<file path="src/rtl/tccw_pkg.sv">
// ----------------------------------------------------------------------------
// tccw_pkg
// shared types and constants of the text cell console writer
// ----------------------------------------------------------------------------
package tccw_pkg;

  localparam int COLS_DEF  = 80;
  localparam int ROWS_DEF  = 25;
  localparam int OFS_W     = 11;
  localparam int OFS_MAX   = 2047;
  localparam int LINES_MAX = 31;

  localparam logic [7:0] CH_SPACE   = 8'h20;
  localparam logic [7:0] CH_TILDE   = 8'h7e;
  localparam logic [7:0] CH_NL      = 8'h0a;
  localparam logic [7:0] CH_BS      = 8'h08;
  localparam logic [7:0] CH_TAB     = 8'h09;
  localparam logic [7:0] ATTR_RESET = 8'h07;
  localparam logic [7:0] ATTR_BLANK = 8'h0f;

  typedef enum logic [2:0] {
    CMD_PUT    = 3'd0,
    CMD_READ   = 3'd1,
    CMD_CLEAR  = 3'd2,
    CMD_SETCUR = 3'd3,
    CMD_SCROLL = 3'd4
  } cmd_t;

  typedef struct packed {
    logic [2:0]       cmd;
    logic [7:0]       char_code;
    logic [7:0]       attr;
    logic [OFS_W-1:0] position;
    logic             use_cursor;
    logic             move_cursor;
    logic [4:0]       line_count;
  } in_word_t;

  typedef struct packed {
    logic [OFS_W-1:0] new_offset;
    logic [OFS_W-1:0] cursor_pos;
    logic [7:0]       cell_char;
    logic [7:0]       cell_attr;
    logic             scrolled;
    logic             write_dropped;
  } out_word_t;

endpackage

</file>
<file path="src/rtl/tccw_row_div.sv">
// ----------------------------------------------------------------------------
// tccw_row_div
// offset modulo column count, registered reciprocal multiply then registered subtract
// ----------------------------------------------------------------------------
module tccw_row_div import tccw_pkg::*; #(
  parameter int COLS = COLS_DEF
) (
  input  logic             clk,
  input  logic             rst_n,
  input  logic             start,
  input  logic [OFS_W-1:0] value,
  output logic             done,
  output logic [OFS_W-1:0] rem
);

  // floor(value / COLS) = (value * RECIP) >> SH, exact over the whole offset range
  localparam int LW = $clog2(COLS);
  localparam int SH = OFS_W + LW;
  localparam int MW = OFS_W + 1;
  localparam int PW = OFS_W + MW;
  localparam int QW = PW - SH;

  localparam logic [MW-1:0]    RECIP  = MW'(((1 << SH) + COLS - 1) / COLS);
  localparam logic [OFS_W-1:0] COLS_W = OFS_W'(COLS);

  logic             quo_vld_r, quo_vld_nxt;
  logic             done_r, done_nxt;
  logic [OFS_W-1:0] val_r, val_nxt;
  logic [QW-1:0]    quo_r, quo_nxt;
  logic [OFS_W-1:0] rem_r, rem_nxt;
  logic [PW-1:0]    prod;
  logic [OFS_W-1:0] back;

  always_comb begin
    prod        = PW'(value) * PW'(RECIP);
    back        = OFS_W'(quo_r) * COLS_W;
    quo_vld_nxt = start;
    done_nxt    = quo_vld_r;
    val_nxt     = val_r;
    quo_nxt     = quo_r;
    rem_nxt     = rem_r;
    // first step: quotient
    if (start) begin
      val_nxt = value;
      quo_nxt = prod[PW-1:SH];
    end
    // second step: remainder
    if (quo_vld_r) begin
      rem_nxt = val_r - back;
    end
  end

  always_ff @(posedge clk) begin
    if (!rst_n) begin
      quo_vld_r <= 1'b0;
      done_r    <= 1'b0;
    end else begin
      quo_vld_r <= quo_vld_nxt;
      done_r    <= done_nxt;
    end
    val_r <= val_nxt;
    quo_r <= quo_nxt;
    rem_r <= rem_nxt;
  end

  assign done = done_r;
  assign rem  = rem_r;

endmodule

</file>
<file path="config.mk">
export PLATFORM = sky130hd
export DESIGN_NAME = tccw_row_div
export DESIGN_NICKNAME = d
export VERILOG_FILES = /design/src/rtl/tccw_pkg.sv /design/src/rtl/tccw_row_div.sv
export SDC_FILE = /design/constraint.sdc
export NUM_CORES = 1
export LEC_CHECK = 0
export ABC_AREA = 1
export BUFFER_PORTS_ARGS = -buffer_cell sky130_fd_sc_hd__buf_2
export CORE_UTILIZATION = 55
export DETAILED_ROUTE_END_ITERATION = 6
export HOLD_SLACK_MARGIN = 0.1
export PLACE_DENSITY = 0.78
export SLEW_MARGIN = 20
export SYNTH_ARGS = -nofsm -noshare
export SYNTH_HDL_FRONTEND = slang
export SYNTH_SLANG_ARGS = --single-unit
</file>
<file path="constraint.sdc">
create_clock -name clk -period 6.89 [get_ports clk]
set_input_delay 0.3445 -clock clk [delete_from_list [all_inputs] [get_ports clk]]
set_output_delay 0.3445 -clock clk [all_outputs]
set_load 0.01 [all_outputs]
</file>
==> reports/results.ini, run 1 <==
[sta]
setup_tns_ns = 0
period_minus_slack_ns = 4.104
finalSetupViolCount = 0
skew_ns = 0.009433
grt_setup_unrepaired = no
max_freq_ghz = 0.2437
tightest_slew_ns = 0.4897
max_slew_margin = 0.6731
drv_slew = 0
layout_setup_ws_ns = 2.786
hold_viol = 0
fin_crit_sh = 0.5957

[die]
die-area_um2 = 6861
die_w_um = 82.83
core.rowCount = 29
ios = 26
start_util = 0.5692
fp.dieH_um = 82.83
core_area_um2 = 6314

[synth]
synth_area_um2 = 3593
synthMostInstantiatedCell = inv_1
synth_top_cell_area_share = 0.2716
ys.flop_type = edfxtp_1
yosysWarnings = 0
syn_inst = 389
synth_common_cells = 105 x inv_1, 78 x ha_1, 59 x nand2_1, 33 x fa_1, 27 x edfxtp_1
syn_avg_cell_area_um2 = 9.238
synth_top_cell_by_area = ha_1
synth_edf_count = 27
seq_area_frac_synth = 0.2368
synth_nets = 514
async_flop_share = 0
synth_seq_cells = 29
synthTopCellsByArea = ha_1 27%, edfxtp_1 23%, fa_1 18%, inv_1 11%, nand2_1 6.2%
synth_cell_types = 26

[power]
total_power_uw = 1483
vdd_drop_max_mv = 0.2522
p_leak_uw = 0.002192
cellPowerDensity_nw_per_um2 = 375.5

[clock_tree]
clockBufferDepth = 2
cts_resized = 0
cts_sinks = 29
cts_htree_levels = 2
postCtsHoldBufs = 0
clk_pin_slew_ns = 0.08
clock_latency_ns = 0.30
cts_tree = built
cts_buffers = 5
cts_setup_buffers = 0
cts_root_buffer = clkbuf_8

[detailed_routing]
drtIter0Drc = 108
via_per_inst = 5.154
dr_total_vias = 2572
ant_nets = 0
drt_pass1_iterations = 4
wl_per_cell_um = 14.51
routed_wl_um = 7241
drc_errors = 0

[final_layout]
antenna_cells = 0
fill_cells = 541
multi_input_area_um2 = 2337
finish.net_count = 546
register_area_um2 = 850.8
areaGrowthSynthToFinish_pct = 9.889
drive_gt1_frac = 0.1019

[status]
outcome = finished clean

[grt]
grt_pass1_wl_um = 12610
grt_usage = 0.2371
grt_max_degree = 18
grt_antenna_before_repair = 0
grt-ovfl-total = 0
grt_pass1_vias = 2762

[placement]
place.gp.congestion = 0.9360
dp_hpwl_um = 6271
portBuffers = 25
dp_slack_ns = 2.479

[critical_path]
cp-end-kind = register
critPathKind = in -> reg
arrival_ns = 4.17
start_kind = input pin
cp_max_fo = 5
required_ns = 6.96

[hold_path]
hold_class = in -> reg

[run]
max_cap_viol_count = 0

-- logic make-up after synthesis --
logic type / after synthesis / synth area share
xor gates and xnor gates: 10 / 0.02437
buffers and inverters: 108 / 0.1128
DFF: 29 / 0.2368
adders and majority gates: 111 / 0.4554
AOI/OAI and AO/OA: 32 / 0.04771
and+or+nand+nor: 99 / 0.1229
-- report_power, final --
part           switching, uW  internal, uW  total (uW)
Combinational            586           385         971
Clock                   80.0           144         224
Sequential              24.5           264         288
Total                    690           793        1480
-- critical path: stages --
cell	delay, ns
buf_2	0.13
inv_1	0.05
ha_1	0.33
fa_1	0.55
inv_1	0.08
fa_1	0.51
inv_1	0.06
fa_1	0.44
fa_1	0.52
inv_1	0.04
ha_1	0.33
a21oi_1	0.26
nor3_1	0.09
nor3b_1	0.25
nand2_1	0.09
nand2_1	0.06
nand2_1	0.04
-- final timing paths --
| path | slack, ns | depth (start not counted) | end | start |
|---|---|---|---|---|
| hold reg to reg | 0.42 | 0 | rem[3] | val_r[3] |
| hold / removal | 0.25 | 3 | done_nxt | rst_n |
| setup reg to reg | 4.37 | 9 | rem[10] | quo_r[1] |
| setup / recovery | 2.79 | 17 | quo_r[2] | value[9] |
-- metrics by stage --
step | hold slack [ns] | instance area [um^2] | cells | utilization
after floorplan | 0.4003 | 3593 | 389 | -
after global placement | 0.4042 | 3815 | 491 | 0.6042
after detailed placement | 0.4054 | 3815 | 491 | 0.6042
after CTS | 0.2516 | 3949 | 499 | 0.6254
after global routing | 0.2646 | 3949 | 499 | 0.6254
final | 0.2527 | 3949 | 499 | 0.6254
-- cells in the final DEF, fill, tap and decap left out, drive strengths merged --
master	instances
clkbuf	5
nor3	4
o211ai	1
nor3b	1
a21o	1
o21bai	1
nand2	60
clkinv	2
ha	78
inv	107
nand4	5
edfxtp	27
buf	25
xor2	5
nor2	16
nand3	13
xnor2	5
bufinv	2
o21ai	9
fa	33
a21oi	20
dfxtp	2
-- state kept, by name, summed over array words and instances (netlist names) --
signal and flops:
rem 11, val_r 11, quo_r 5, done 1, done_nxt 1
-- per-layer routing --
| layer | part of all wire | track usage |
|---|---|---|
| met5 | 0 | 0 |
| met4 | 0.028 | 0.1019 |
| met3 | 0.044 | 0.04076 |
| met2 | 0.51 | 0.4195 |
| met1 | 0.42 | 0.2829 |
-- area by class of cell --
| class | count | share of cell area |
|---|---|---|
| flip-flops and latches | 29 | 0.2155 |
| clock buffers | 5 | 0.01743 |
| well taps | 77 | 0.02440 |
| clock inverters | 3 | 0.01648 |
| repair buffers | 25 | 0.03169 |
| multi-input cells | 252 | 0.5919 |
| inverters | 108 | 0.1027 |
Power figures use the tool's default switching activity.
==> inputs of run 2 (changes only) <==
Settings changed: ABC_AREA 1 to 0.
Clock period 6.89 ns to 4.18 ns, I/O delays scaled along.
==> run 2 against run 1 <==
First-iteration DRC count down 36%. Synthesized cell count decreased by 25%. Power up 43%. Via count down 19%. Clock-buffer cell count is the same. Combinational power increased by 48%. Sequential share of layout area up 0.92 points. Final cell count fell by 17%. Register-to-register slack worse by 2.7 ns. Area after synthesis is 8.7% lower. Design area is 4.1% lower. Non-clock buffer count up 19. Critical endpoint unchanged. Highest routed layer unchanged.
==> reports/results.ini, run 2 <==
[critical_path]
start_kind = input pin
cp_cell_sequence = buf_2 -> buf_4 -> ha_2 -> inv_1 -> fa_1 -> inv_2 -> fa_1 -> inv_1 -> fa_1 -> fa_1 -> inv_1 -> ha_4 -> a21oi_1 -> o21ai_1 -> a21oi_1 -> a21oi_2 -> o41ai_2 -> xnor2_1
crit_buf_inv = 6  ; +1
critPathKind = in -> reg
cp_top_family = adder cells
reg2reg_from = quo_r[1]
arrival_ns = 4.08  ; -0.09 ns
worstReg2RegEnd = rem[10]
cpMostUsedCell = fa_1
slowest_stage = fa_1
required_ns = 4.20  ; -2.76 ns
rr_worst_depth = 8  ; -1
cp_max_fo = 4  ; -1
reg2reg_slack_ns = 1.63  ; -2.74 ns
cp-end-kind = register
cp_slowest_stage_delay_ns = 0.53  ; -0.02 ns

[detailed_routing]
via_per_inst = 5.034  ; -2.3%
dr_total_vias = 2089  ; -19%
drt_pass1_iterations = 4  ; unchanged
wl_per_cell_um = 14.43  ; -0.57%
drtIter0Drc = 69  ; -36%
drc_errors = 0  ; unchanged
ant_nets = 0  ; unchanged
routed_wl_um = 5988  ; -17%

[final_layout]
drive_gt1_frac = 0.1983  ; +0.09635
finish.utilization = 0.6713  ; +0.04588
multi_input_area_um2 = 2182  ; -6.6%
antenna_cells = 0  ; unchanged
finish.net_count = 467  ; -14%
register_area_um2 = 850.8  ; unchanged
final_common_cell = inv_1
areaGrowthSynthToFinish_pct = 15.40
layout_common_cells = 83 x inv_1, 73 x ha_1, 33 x fa_1
fill_cells = 407  ; -25%

[sta]
finalSetupViolCount = 0  ; unchanged
hold_viol = 0  ; unchanged
period_minus_slack_ns = 4.057
max_freq_ghz = 0.2465
max_slew_margin = 0.6774  ; +0.004290
tightest_slew_ns = 0.4833  ; -0.006426 ns
fin_crit_sh = 0.9705
drv_slew = 0  ; unchanged
setup_tns_ns = 0  ; unchanged
skew_ns = 0.002833  ; -0.006600 ns

[grt]
grt_usage = 0.2112  ; -0.02591
grt-ovfl-total = 0  ; unchanged
grtUsageMet2 = 0.3948  ; -0.02470
grt_pass1_vias = 2167  ; -22%
grt_pass1_wl_um = 9832  ; -22%
grt_busiest_layer = met2
met1_usage = 0.2520  ; -0.03088
use_met3 = 0.02874  ; -0.01202
grt_max_degree = 18  ; unchanged
grt_antenna_before_repair = 0  ; unchanged

[hold_path]
hp-start = rst_n
hold-path-cell-count = 2  ; -1
hold_end = done_nxt
hold_class = in -> reg

[synth]
ys.flop_type = edfxtp_1
synth_common_cells = 84 x inv_1, 78 x ha_1, 33 x fa_1, 27 x edfxtp_1, 12 x xnor2_1
synthMostInstantiatedCell = inv_1
seq_area_frac_synth = 0.2592  ; +0.02248
synth_nets = 416  ; -19%
yosysWarnings = 0  ; unchanged
synth_cell_types = 28  ; +7.7%
syn_avg_cell_area_um2 = 11.28  ; +22%
async_flop_share = 0  ; unchanged
synth_top_cell_by_area = ha_1
synth_area_um2 = 3282  ; -8.7%
synth_top_cell_area_share = 0.2974  ; +0.02578
synth_edf_count = 27  ; unchanged
synth_seq_cells = 29  ; unchanged
synthTopCellsByArea = ha_1 30%, edfxtp_1 25%, fa_1 20%, inv_1 9.6%, xnor2_1 3.2%
syn_inst = 291  ; -25%

[placement]
dp_hpwl_um = 5289  ; -16%
portBuffers = 25  ; unchanged
place.gp.congestion = 0.8782  ; -6.2%

[die]
die-area_um2 = 6280  ; -8.5%
core_area_um2 = 5642  ; -11%
start_util = 0.5817  ; +0.01256
die_w_um = 79.25  ; -4.3%
ios = 26  ; unchanged
core.rowCount = 27  ; -6.9%
fp.dieH_um = 79.25  ; -4.3%

[power]
power.switching_uw = 887.7  ; +29%
comb_power_share = 0.676  ; +0.021
internal_power_uw = 1237  ; +56%
seq_power_share = 0.224  ; +0.030
vdd_drop_max_mv = 0.3532  ; +40%
p_clk_frac = 0.101  ; -0.050
p_leak_uw = 0.002002  ; -8.6%
cellPowerDensity_nw_per_um2 = 560.9  ; +49%
p_sw_frac = 0.4178  ; -0.04756

[clock_tree]
cts_htree_levels = 2  ; unchanged
cts_tree = built
clk_pin_slew_ns = 0.06  ; -0.02 ns
cts_setup_buffers = 0  ; unchanged
clock_latency_ns = 0.27  ; -0.03 ns
clockBufferDepth = 2  ; unchanged
cts_sinks = 29  ; unchanged
cts_root_buffer = clkbuf_8
postCtsHoldBufs = 0  ; unchanged
cts_buffers = 5  ; unchanged

[run]
max_cap_viol_count = 0  ; unchanged

[status]
outcome = finished clean

## run 2: worst register-to-register path: stages (launching register included)
cell      delay [ns]
edfxtp_1        0.49
ha_1            0.34
ha_1            0.21
inv_1           0.08
fa_1            0.43
ha_1            0.33
a21o_1          0.17
a21oi_1         0.17
xnor2_1         0.09
## run 2: layout make-up
type,count,area share
inverters,84,0.08325
repair buffers,44,0.07070
flip-flops and latches,29,0.2246
well taps,72,0.02379
clock buffers,5,0.01817
multi-input cells,178,0.5761
clock inverters,3,0.003304
## run 2: metal layers
layer | part of all wire | vias to the layer above
li1 | - | 1047
met4 | 0.012 | 0
met1 | 0.43 | 1012
met5 | 0 | -
met3 | 0.020 | 6
met2 | 0.53 | 24
## run 2: power groups by stage
| stage | registers, uW | logic [uW] | clock network, uW |
|---|---|---|---|
| floorplan | 488 | 986 | 0 |
| global placement | 479 | 1300 | 0 |
| detailed placement | 483 | 1370 | 0 |
| CTS | 477 | 1390 | 221 |
| global route | 483 | 1640 | 233 |
| finish | 475 | 1440 | 214 |
## run 2: stage by stage
step	setup WS, ns	hold slack (ns)	power, uW	instances	area [um^2]
after floorplan	0.01669	0.3079	1473	291	3282
after global placement	-0.2511	0.4032	1782	407	3640
after detailed placement	-0.3417	0.4080	1855	407	3640
after CTS	0.01735	0.1628	2084	415	3746
after global routing	-0.01839	0.1635	2353	415	3787
final	0.1234	0.1681	2124	415	3787
## run 2: cells by family after synthesis
group,share of synthesized area
buffers and inverters,0.09607
AOI/OAI and AO/OA,0.06100
adders and majority gates,0.4987
and+or+nand+nor,0.04498
DFF,0.2592
xor gates and xnor gates,0.04003
## run 2: how the worst max path moves through the flow
stage / end / slack, ns / start / depth (start not counted)
after detailed placement: quo_r[2] / -0.34 / value[9] / 17
final: quo_r[2] / 0.12 / value[9] / 18
after floorplan: quo_r[2] / 0.02 / value[9] / 16
after global placement: quo_r[2] / -0.25 / value[9] / 17
after CTS: quo_r[2] / 0.02 / value[9] / 17
after global routing: quo_r[2] / -0.02 / value[9] / 18
## run 2: what timing repair did
| item | in CTS | in global routing |
|---|---|---|
| endpoints found under the setup margin | 3 | 4 |
| gates cloned | 0 | 0 |
| pin swaps | 3 | 7 |
| endpoints found under the hold margin | 0 | 0 |
| resized for setup | 3 | 7 |
